<file path="src/rtl/shfr_pkg.sv">
package shfr_pkg;

  localparam logic [7:0]  SYNC_BYTE     = 8'hFF;
  localparam logic [8:0]  SUM_MOD       = 9'd255;
  localparam logic [15:0] TIMEOUT_RESET = 16'd3000;
  localparam int          QUEUE_DEPTH   = 2;

  localparam logic [1:0] K_PAYLOAD = 2'd0;
  localparam logic [1:0] K_OK      = 2'd1;
  localparam logic [1:0] K_BAD_SUM = 2'd2;
  localparam logic [1:0] K_TIMEOUT = 2'd3;

  typedef enum logic [1:0] {
    OP_BYTE,
    OP_SYNC,
    OP_TICK
  } op_t;

  typedef struct packed {
    op_t        op;
    logic [7:0] data;
  } q_item_t;

endpackage

</file>
<file path="src/rtl/shfr_in_if.sv">
interface shfr_in_if;
  logic       valid;
  logic       ready;
  logic       command;
  logic [7:0] rx_byte;

  modport source (output valid, output command, output rx_byte, input ready);
  modport sink (input valid, input command, input rx_byte, output ready);
endinterface

</file>
<file path="src/rtl/shfr_out_if.sv">
interface shfr_out_if;
  logic        valid;
  logic        ready;
  logic [1:0]  kind;
  logic [7:0]  payload_byte;
  logic [7:0]  sender_id;
  logic [7:0]  receiver_id;
  logic [15:0] frame_length;

  modport source (output valid, output kind, output payload_byte, output sender_id,
                  output receiver_id, output frame_length, input ready);
  modport sink (input valid, input kind, input payload_byte, input sender_id,
                input receiver_id, input frame_length, output ready);
endinterface

</file>
<file path="src/rtl/shfr_front.sv">
module shfr_front (
  input  logic             clk,
  input  logic             rst_n,
  shfr_in_if.sink          in_ch,
  output logic             f_valid,
  output shfr_pkg::q_item_t f_item,
  input  logic             q_ready
);
  import shfr_pkg::*;

  logic    f_valid_r, f_valid_nxt;
  q_item_t f_item_r, f_item_nxt;
  logic    take;

  assign in_ch.ready = !f_valid_r || q_ready;
  assign take        = in_ch.valid && in_ch.ready;

  // classify the word: tick, sync byte or plain byte
  always_comb begin
    f_valid_nxt = f_valid_r && !q_ready;
    f_item_nxt  = f_item_r;
    if (take) begin
      f_valid_nxt     = 1'b1;
      f_item_nxt.data = in_ch.rx_byte;
      if (in_ch.command) begin
        f_item_nxt.op = OP_TICK;
      end else if (in_ch.rx_byte == SYNC_BYTE) begin
        f_item_nxt.op = OP_SYNC;
      end else begin
        f_item_nxt.op = OP_BYTE;
      end
    end
  end

  always_ff @(posedge clk) begin
    if (!rst_n) begin
      f_valid_r <= 1'b0;
    end else begin
      f_valid_r <= f_valid_nxt;
    end
    f_item_r <= f_item_nxt;
  end

  assign f_valid = f_valid_r;
  assign f_item  = f_item_r;
endmodule

</file>
<file path="src/rtl/shfr_queue.sv">
module shfr_queue #(
  parameter int QDEPTH = shfr_pkg::QUEUE_DEPTH
) (
  input  logic              clk,
  input  logic              rst_n,
  input  logic              push,
  input  shfr_pkg::q_item_t push_item,
  output logic              push_ready,
  output logic              pop_valid,
  output shfr_pkg::q_item_t pop_item,
  input  logic              pop
);
  import shfr_pkg::*;

  localparam int PW = $clog2(QDEPTH);
  localparam int CW = $clog2(QDEPTH + 1);

  q_item_t       mem_r [QDEPTH];
  logic [PW-1:0] wr_ptr_r, wr_ptr_nxt, rd_ptr_r, rd_ptr_nxt;
  logic [CW-1:0] count_r, count_nxt;
  logic          do_push, do_pop;

  assign push_ready = (count_r != CW'(QDEPTH));
  assign pop_valid  = (count_r != '0);
  assign pop_item   = mem_r[rd_ptr_r];
  assign do_push    = push && push_ready;
  assign do_pop     = pop && pop_valid;

  always_comb begin
    wr_ptr_nxt = wr_ptr_r;
    rd_ptr_nxt = rd_ptr_r;
    count_nxt  = count_r;
    if (do_push) begin
      wr_ptr_nxt = (wr_ptr_r == PW'(QDEPTH - 1)) ? '0 : wr_ptr_r + 1'b1;
    end
    if (do_pop) begin
      rd_ptr_nxt = (rd_ptr_r == PW'(QDEPTH - 1)) ? '0 : rd_ptr_r + 1'b1;
    end
    if (do_push && !do_pop) begin
      count_nxt = count_r + 1'b1;
    end else if (do_pop && !do_push) begin
      count_nxt = count_r - 1'b1;
    end
  end

  always_ff @(posedge clk) begin
    if (!rst_n) begin
      wr_ptr_r <= '0;
      rd_ptr_r <= '0;
      count_r  <= '0;
    end else begin
      wr_ptr_r <= wr_ptr_nxt;
      rd_ptr_r <= rd_ptr_nxt;
      count_r  <= count_nxt;
    end
    if (do_push) begin
      mem_r[wr_ptr_r] <= push_item;
    end
  end
endmodule

</file>
<file path="src/rtl/shfr_back.sv">
module shfr_back (
  input  logic              clk,
  input  logic              rst_n,
  input  logic              q_valid,
  input  shfr_pkg::q_item_t q_item,
  output logic              q_pop,
  input  logic              cfg_we,
  input  logic [15:0]       cfg_wdata,
  shfr_out_if.source        out_ch
);
  import shfr_pkg::*;

  typedef enum logic [2:0] {
    PH_IDLE  = 3'd0,
    PH_SYNC2 = 3'd1,
    PH_HEAD  = 3'd2,
    PH_DATA  = 3'd3,
    PH_CSUM  = 3'd4
  } phase_t;

  phase_t      phase_r, phase_nxt;
  logic [7:0]  hdr_r [4];
  logic [7:0]  hdr_nxt [4];
  logic [1:0]  hcnt_r, hcnt_nxt;
  logic [15:0] pcnt_r, pcnt_nxt;
  logic [7:0]  sum_r, sum_nxt;
  logic        armed_r, armed_nxt;
  logic [15:0] tcnt_r, tcnt_nxt;
  logic [15:0] tmo_r;

  logic        out_valid_r, out_valid_nxt;
  logic [1:0]  kind_r, kind_nxt;
  logic [7:0]  pbyte_r, pbyte_nxt;
  logic [7:0]  snd_r, snd_nxt;
  logic [7:0]  rcv_r, rcv_nxt;
  logic [15:0] len_r, len_nxt;

  logic        emit;
  logic [1:0]  ekind;
  logic [7:0]  ebyte;
  logic [8:0]  sum_add;
  logic [7:0]  sum_mod;
  logic [15:0] tick_cnt;
  logic [15:0] pcnt_inc;

  assign q_pop    = q_valid && (!out_valid_r || out_ch.ready);
  assign sum_add  = {1'b0, sum_r} + {1'b0, q_item.data};
  assign sum_mod  = (sum_add >= SUM_MOD) ? 8'(sum_add - SUM_MOD) : sum_add[7:0];
  assign tick_cnt = tcnt_r + 16'd1;
  assign pcnt_inc = pcnt_r + 16'd1;

  always_comb begin
    phase_nxt = phase_r;
    hdr_nxt   = hdr_r;
    hcnt_nxt  = hcnt_r;
    pcnt_nxt  = pcnt_r;
    sum_nxt   = sum_r;
    armed_nxt = armed_r;
    tcnt_nxt  = tcnt_r;
    emit      = 1'b0;
    ekind     = K_PAYLOAD;
    ebyte     = 8'd0;
    if (q_pop) begin
      if (q_item.op == OP_TICK) begin
        if (armed_r) begin
          tcnt_nxt = tick_cnt;
          if (!(tick_cnt < tmo_r)) begin
            armed_nxt = 1'b0;
            if (phase_r != PH_IDLE) begin
              phase_nxt = PH_IDLE;
              emit      = 1'b1;
              ekind     = K_TIMEOUT;
            end
          end
        end
      end else begin
        case (phase_r)
          PH_IDLE: begin
            if (q_item.op == OP_SYNC) begin
              phase_nxt = PH_SYNC2;
              armed_nxt = 1'b1;
              tcnt_nxt  = 16'd0;
            end
          end
          PH_SYNC2: begin
            if (q_item.op == OP_SYNC) begin
              hcnt_nxt  = 2'd0;
              sum_nxt   = 8'd0;
              phase_nxt = PH_HEAD;
            end else begin
              phase_nxt = PH_IDLE;
            end
          end
          PH_HEAD: begin
            hdr_nxt[hcnt_r] = q_item.data;
            sum_nxt         = sum_mod;
            if (hcnt_r == 2'd3) begin
              hcnt_nxt  = 2'd0;
              pcnt_nxt  = 16'd0;
              phase_nxt = ({hdr_r[2], q_item.data} != 16'd0) ? PH_DATA : PH_IDLE;
            end else begin
              hcnt_nxt = hcnt_r + 2'd1;
            end
          end
          PH_DATA: begin
            sum_nxt  = sum_mod;
            pcnt_nxt = pcnt_inc;
            if (pcnt_inc >= {hdr_r[2], hdr_r[3]}) begin
              phase_nxt = PH_CSUM;
            end
            emit  = 1'b1;
            ekind = K_PAYLOAD;
            ebyte = q_item.data;
          end
          PH_CSUM: begin
            armed_nxt = 1'b0;
            tcnt_nxt  = 16'd0;
            phase_nxt = PH_IDLE;
            emit      = 1'b1;
            ekind     = (sum_r == q_item.data) ? K_OK : K_BAD_SUM;
          end
          default: begin
            phase_nxt = PH_IDLE;
          end
        endcase
      end
    end
  end

  // output register, refilled as the word is taken
  always_comb begin
    out_valid_nxt = out_valid_r && !out_ch.ready;
    kind_nxt      = kind_r;
    pbyte_nxt     = pbyte_r;
    snd_nxt       = snd_r;
    rcv_nxt       = rcv_r;
    len_nxt       = len_r;
    if (q_pop) begin
      out_valid_nxt = emit;
      if (emit) begin
        kind_nxt  = ekind;
        pbyte_nxt = ebyte;
        snd_nxt   = hdr_r[0];
        rcv_nxt   = hdr_r[1];
        len_nxt   = {hdr_r[2], hdr_r[3]};
      end
    end
  end

  always_ff @(posedge clk) begin
    if (!rst_n) begin
      phase_r     <= PH_IDLE;
      hdr_r       <= '{default: 8'd0};
      hcnt_r      <= 2'd0;
      pcnt_r      <= 16'd0;
      sum_r       <= 8'd0;
      armed_r     <= 1'b0;
      tcnt_r      <= 16'd0;
      tmo_r       <= TIMEOUT_RESET;
      out_valid_r <= 1'b0;
    end else begin
      phase_r     <= phase_nxt;
      hdr_r       <= hdr_nxt;
      hcnt_r      <= hcnt_nxt;
      pcnt_r      <= pcnt_nxt;
      sum_r       <= sum_nxt;
      armed_r     <= armed_nxt;
      tcnt_r      <= tcnt_nxt;
      out_valid_r <= out_valid_nxt;
      if (cfg_we) begin
        tmo_r <= cfg_wdata;
      end
    end
    kind_r  <= kind_nxt;
    pbyte_r <= pbyte_nxt;
    snd_r   <= snd_nxt;
    rcv_r   <= rcv_nxt;
    len_r   <= len_nxt;
  end

  assign out_ch.valid        = out_valid_r;
  assign out_ch.kind         = kind_r;
  assign out_ch.payload_byte = pbyte_r;
  assign out_ch.sender_id    = snd_r;
  assign out_ch.receiver_id  = rcv_r;
  assign out_ch.frame_length = len_r;
endmodule

</file>
<file path="src/rtl/sync_header_frame_receiver.sv">
// channel   dir  handshake      words
// in_ch     in   valid/ready    command, rx_byte
// out_ch    out  valid/ready    kind, payload_byte, sender_id, receiver_id, frame_length
// cfg       in   cfg_we         cfg_wdata (timeout_ticks)
//
// one word accepted per cycle unless a full queue holds the front register; a result passes
// through the front register, queue and output register in turn; the parser step sets the rate
// synchronous active-low reset clears parser, timer and queue; timeout back to 3000 ticks
// a stalled output fills the queue, then the front stops taking words
module sync_header_frame_receiver #(
  parameter int QDEPTH = shfr_pkg::QUEUE_DEPTH
) (
  input  logic        clk,
  input  logic        rst_n,
  shfr_in_if.sink     in_ch,
  shfr_out_if.source  out_ch,
  input  logic        cfg_we,
  input  logic [15:0] cfg_wdata
);
  import shfr_pkg::*;

  logic    f_valid, q_ready, q_valid, q_pop;
  q_item_t f_item, q_item;

  shfr_front u_front (
    .clk     (clk),
    .rst_n   (rst_n),
    .in_ch   (in_ch),
    .f_valid (f_valid),
    .f_item  (f_item),
    .q_ready (q_ready)
  );

  shfr_queue #(
    .QDEPTH (QDEPTH)
  ) u_queue (
    .clk        (clk),
    .rst_n      (rst_n),
    .push       (f_valid),
    .push_item  (f_item),
    .push_ready (q_ready),
    .pop_valid  (q_valid),
    .pop_item   (q_item),
    .pop        (q_pop)
  );

  shfr_back u_back (
    .clk       (clk),
    .rst_n     (rst_n),
    .q_valid   (q_valid),
    .q_item    (q_item),
    .q_pop     (q_pop),
    .cfg_we    (cfg_we),
    .cfg_wdata (cfg_wdata),
    .out_ch    (out_ch)
  );

  a_no_out_after_reset: assert property (@(posedge clk)
    $rose(rst_n) |-> !out_ch.valid)
    else $error("result word straight after reset");

  a_payload_zero: assert property (@(posedge clk) disable iff (!rst_n)
    (out_ch.valid && out_ch.kind != K_PAYLOAD) |-> out_ch.payload_byte == 8'd0)
    else $error("payload byte set on a frame status word");

  a_pop_drains: assert property (@(posedge clk) disable iff (!rst_n)
    (q_valid && !out_ch.valid) |-> q_pop)
    else $error("queue held while output register empty");
endmodule

</file>
<file path="src/flat_wrapper.sv">
// flat-port wrapper written by rule: the top's interface ports become plain ports
module sync_header_frame_receiver_flat import shfr_pkg::*;
#(
  parameter int QDEPTH = shfr_pkg::QUEUE_DEPTH
)
  (clk, rst_n, cfg_we, cfg_wdata, in_ch_valid, in_ch_command, in_ch_rx_byte, in_ch_ready, out_ch_valid, out_ch_kind, out_ch_payload_byte, out_ch_sender_id, out_ch_receiver_id, out_ch_frame_length, out_ch_ready);
  shfr_in_if in_ch_i ();
  shfr_out_if out_ch_i ();
  input  logic clk;
  input  logic rst_n;
  input  logic cfg_we;
  input  logic [15:0] cfg_wdata;
  input wire logic [$bits(in_ch_i.valid)-1:0] in_ch_valid;
  input wire logic [$bits(in_ch_i.command)-1:0] in_ch_command;
  input wire logic [$bits(in_ch_i.rx_byte)-1:0] in_ch_rx_byte;
  output wire logic [$bits(in_ch_i.ready)-1:0] in_ch_ready;
  output wire logic [$bits(out_ch_i.valid)-1:0] out_ch_valid;
  output wire logic [$bits(out_ch_i.kind)-1:0] out_ch_kind;
  output wire logic [$bits(out_ch_i.payload_byte)-1:0] out_ch_payload_byte;
  output wire logic [$bits(out_ch_i.sender_id)-1:0] out_ch_sender_id;
  output wire logic [$bits(out_ch_i.receiver_id)-1:0] out_ch_receiver_id;
  output wire logic [$bits(out_ch_i.frame_length)-1:0] out_ch_frame_length;
  input wire logic [$bits(out_ch_i.ready)-1:0] out_ch_ready;
  assign in_ch_i.valid = in_ch_valid;
  assign in_ch_i.command = in_ch_command;
  assign in_ch_i.rx_byte = in_ch_rx_byte;
  assign in_ch_ready = in_ch_i.ready;
  assign out_ch_valid = out_ch_i.valid;
  assign out_ch_kind = out_ch_i.kind;
  assign out_ch_payload_byte = out_ch_i.payload_byte;
  assign out_ch_sender_id = out_ch_i.sender_id;
  assign out_ch_receiver_id = out_ch_i.receiver_id;
  assign out_ch_frame_length = out_ch_i.frame_length;
  assign out_ch_i.ready = out_ch_ready;
  sync_header_frame_receiver #(.QDEPTH(QDEPTH)) u_core (.clk(clk), .rst_n(rst_n), .in_ch(in_ch_i), .out_ch(out_ch_i), .cfg_we(cfg_we), .cfg_wdata(cfg_wdata));
endmodule
</file>
<file path="config.mk">
export PLATFORM = sky130hd
export DESIGN_NAME = sync_header_frame_receiver_flat
export DESIGN_NICKNAME = d
export VERILOG_FILES = /design/src/rtl/shfr_pkg.sv /design/src/rtl/shfr_in_if.sv /design/src/rtl/shfr_out_if.sv /design/src/rtl/shfr_front.sv /design/src/rtl/shfr_queue.sv /design/src/rtl/shfr_back.sv /design/src/rtl/sync_header_frame_receiver.sv /design/src/flat_wrapper.sv
export SDC_FILE = /design/constraint.sdc
export NUM_CORES = 1
export LEC_CHECK = 0
export ABC_AREA = 1
export BUFFER_PORTS_ARGS = -buffer_cell sky130_fd_sc_hd__buf_2
export CAP_MARGIN = 20
export CORE_ASPECT_RATIO = 0.7
export CORE_UTILIZATION = 55
export DETAILED_ROUTE_END_ITERATION = 7
export PLACE_DENSITY_LB_ADDON = 0.12
export SLEW_MARGIN = 20
export SYNTH_ARGS = -nofsm -noshare
export SYNTH_HDL_FRONTEND = slang
export SYNTH_SLANG_ARGS = --single-unit
</file>
<file path="constraint.sdc">
create_clock -name clk -period 3.88 [get_ports clk]
set_input_delay 0.388 -clock clk [delete_from_list [all_inputs] [get_ports clk]]
set_output_delay 0.388 -clock clk [all_outputs]
set_load 0.1 [all_outputs]
</file>
==> reports/metrics.yaml <==
ctsLongestPathBuffers: 2
worstSetupPathType: "reg -> reg"
netlist_area_um2: 8240
maxCapViolations: 0
die_width_um: 148
dp_cells: 1201
path_clk_slew_ns: 0.07
synthCells: 944
layout-drive-gt1-share_pct: 13.7
std_cell_rows: 37
clk_latency_ns: 0.43
static-leakage-power_nw: 4.17
timing.critical_path.from: "u_core.u_back.tcnt_r[0]"
dr_total_vias: 6495
initial_utilization_pct: 56.1
reg2reg_setup_slack_ns: 0.35
worst_path_largest_cell_delay_ns: 0.41
core-area_um2: 14700
most_used_cells_in_the_layout_excluding_fill_and_tap_cells: "nand2_1, inv_1, a21oi_1"
synth-edff-count: 72
antenna_violating_nets_post_route: 0
layout_min_cycle_time_ns: 3.53
status: "finished clean"
startpoint_type: "flip-flop"
critPathCaptureType: "flip-flop"
asyncSetResetFlopFracSynth_pct: 0
io-pin-count: 74
synth_area_per_cell_um2: 8.73
crit_top_cell: "nand2_1"
ir_worst_vdd_uv: 342
dominantRegCellSynth: "dfxtp_1"
final_cells: 1233
half_perimeter_wire_length_of_the_detailed_placement_result_um: 13100
reg2regPathDepth: 20
drtPass1Iterations: 6
hp-class: "in -> reg"
fmax_mhz: 283
most_frequent_standard_cell_in_the_layout_excluding_fill_and_tap_cells: "nand2_1"
cp-endpoint: "u_core.u_back.out_ch.frame_length[6]"
critical_path.slowest_cell: "dfxtp_1"
finalMaxSlewViolations: 0
reg2reg_from: "u_core.u_back.tcnt_r[0]"
cts_max_level: 4
initialDrtViolationCount: 487
postSynthRegisterBits: 173
cp_cell_sequence: "ha_1 > nand3_2 > nor3_2 > nand3_2 > nor2_1 > nand4_1 > nor2_1 > xor2_1 > ha_1 > nand2_1 > inv_1 > nand3_1 > nor3_1 > nand2_1 > nand2_1 > nand3_1 > nand3_1 > nand2_1 > inv_2 > buf_12"
setup_total_negative_slack_ns: 0
period_share_pct: 91.0
worst-path-max-fanout: 43
synth_seq_area_share_pct: 50.8
final_hold_viol_count: 0
floorplan.die_area_um2: 15500
route.final.wire_length_um: 18100
diodes: 0
clock-root-buffer: "clkbuf_16"
place_congestion: 0.911
final_net_count: 1105
cts_made_buffers: 17
routedWlPerCell_um: 14.7
cts_tree: "done"
required_ns: 3.99
post_synth_num_cell_types: 35
cts_hold_buffers: 0
clock_tree_sinks: 173
post_cts_buffers: 0
track_usage_pct: 24.4
r2r-end: "u_core.u_back.out_ch.frame_length[6]"
power_per_cell_area_nw_per_um2: 484
grt_remaining_overflow: 0
grt_start_max_net_pins: 49
route.detailed.drc: 0
wire_length_of_the_first_global_routing_pass_um: 29200
worst-slew-pin-transition_ns: 0.911
vias_per_cell: 5.27
syn_to_final_growth_pct: 14.4
synth-warning-count: 0
net_count_synth: 1024
setup_violations: 0
initial_antenna_violation_count: 0
resize_count_post_cts: 0
cp.arrival_ns: 3.64
first_global_vias: 5725
die_h_um: 104
timing.slew.headroom_pct: 39.2
grt_setup_unrepaired: "no"
place.port_buffers: 73
finClkSkew_ns: 0.0109
## cell type report
type | instances | area, um2
fill | 1265 | 5250
inverter | 143 | 537
clock buffer | 18 | 439
timing repair buffer | 85 | 468
sequential | 173 | 4180
clock inverter | 14 | 131
multi-input combinational | 605 | 3420
tap | 195 | 244
## flip-flops by register name (all words and copies together), names as in the netlist, named ones only
signal and cells:
u_core.u_back.phase_r 3, u_core.u_back.tmo_r 16, u_core.u_queue.count_r 2, u_core.u_front.f_valid 1, u_core.u_front.f_item 10, u_core.u_back.hdr_r 32, u_core.u_back.hcnt_r 2, u_core.u_back.out_ch.receiver_id 8
u_core.u_back.armed_r 1, u_core.u_back.out_ch.kind 2, u_core.u_queue.wr_ptr_r 1, u_core.u_back.pcnt_r 16, u_core.u_back.sum_r 8, u_core.u_back.out_ch.frame_length 16, u_core.u_back.out_ch.sender_id 8, u_core.u_queue.mem_r 20
u_core.u_back.out_ch.valid 1, u_core.u_queue.rd_ptr_r 1, u_core.u_back.tcnt_r 16, u_core.u_back.out_ch.payload_byte 8
## layer usage
metal  global-route usage, %  part of all wire [%]
met3                    4.78                   6.4
met5                       0                     0
met4                    7.81                   1.2
met1                    38.3                    52
met2                    33.1                    40
## cell usage after synthesis (2+ instances only)
cell type / number / area (um2)
dfxtp_1: 101 / 2020
nand3_1: 52 / 260
nor2_2: 2 / 12.5
xor2_1: 27 / 236
ha_1: 49 / 613
a22oi_1: 5 / 37.5
nor4_1: 5 / 31.3
nor2_1: 64 / 240
nand2_2: 5 / 31.3
nand2_1: 163 / 612
a21oi_1: 110 / 551
nor3_1: 10 / 50.1
a211oi_1: 7 / 52.6
o21ai_0: 62 / 310
inv_2: 3 / 11.3
inv_1: 139 / 522
edfxtp_1: 72 / 2160
nand3_2: 5 / 50.1
nand4_1: 16 / 100
buf_2: 4 / 20.0
o21a_1: 8 / 60.1
buf_4: 2 / 15.0
clkbuf_1: 17 / 63.8
nor3_2: 5 / 50.1
## through the flow
step / area, um2 / hold slack [ns] / utilization (%) / power (W) / setup WS, ns
final: 9420 / 0.144 / 64.2 / 0.00456 / 0.348
after global placement: 8850 / 0.413 / 60.3 / 0.00295 / 0.379
after CTS: 9420 / 0.131 / 64.2 / 0.00457 / 0.348
after global routing: 9420 / 0.130 / 64.2 / 0.00478 / 0.0545
after detailed placement: 8850 / 0.415 / 60.3 / 0.00296 / 0.376
after floorplan: 8240 / 0.403 / - / 0.00267 / 0.333
## critical path, delay by kind of cell, from the launching register on
family                   cells  cell delay, ns
buffers and inverters        3            0.38
XOR/XNOR                     1            0.11
AND/OR/NAND/NOR             14            1.78
flip-flops                   1            0.41
adder cells (fa/ha/maj)      2            0.52
## cells by family (layout without fill, tap and decap cells)
group | after synthesis | after routing | synth area share (%)
AOI/OAI and AO/OA | 196 | 196 | 12.8
xor gates and xnor gates | 28 | 28 | 2.98
and+or+nand+nor | 331 | 331 | 18.1
DFF | 173 | 173 | 50.8
buffers and inverters | 166 | 260 | 7.71
adders and majority gates | 50 | 50 | 7.68
## where the power goes
group | internal (W) | total, W | switching, W
Sequential | 0.00196 | 0.00200 | 0.0000369
Combinational | 0.000274 | 0.000945 | 0.000671
Clock | 0.000860 | 0.00162 | 0.000756
## worst min-delay path by stage
| stage | to | start | cells past startpoint |
|---|---|---|---|
| 2_1_floorplan | u_core.u_back.out_ch.sender_id[0] | u_core.u_back.hdr_r[24] | 0 |
| 3_3_place_gp | u_core.u_back.out_ch.sender_id[0] | u_core.u_back.hdr_r[24] | 0 |
| 3_5_place_dp | u_core.u_back.out_ch.sender_id[6] | u_core.u_back.hdr_r[30] | 0 |
| 4_1_cts | u_core.u_front.f_item[2] | in_ch_rx_byte[2] | 1 |
| 5_1_grt | u_core.u_front.f_item[6] | in_ch_rx_byte[6] | 1 |
| 6_report | u_core.u_front.f_item[2] | in_ch_rx_byte[2] | 1 |
No activity file was read; power rests on OpenSTA's default activity.
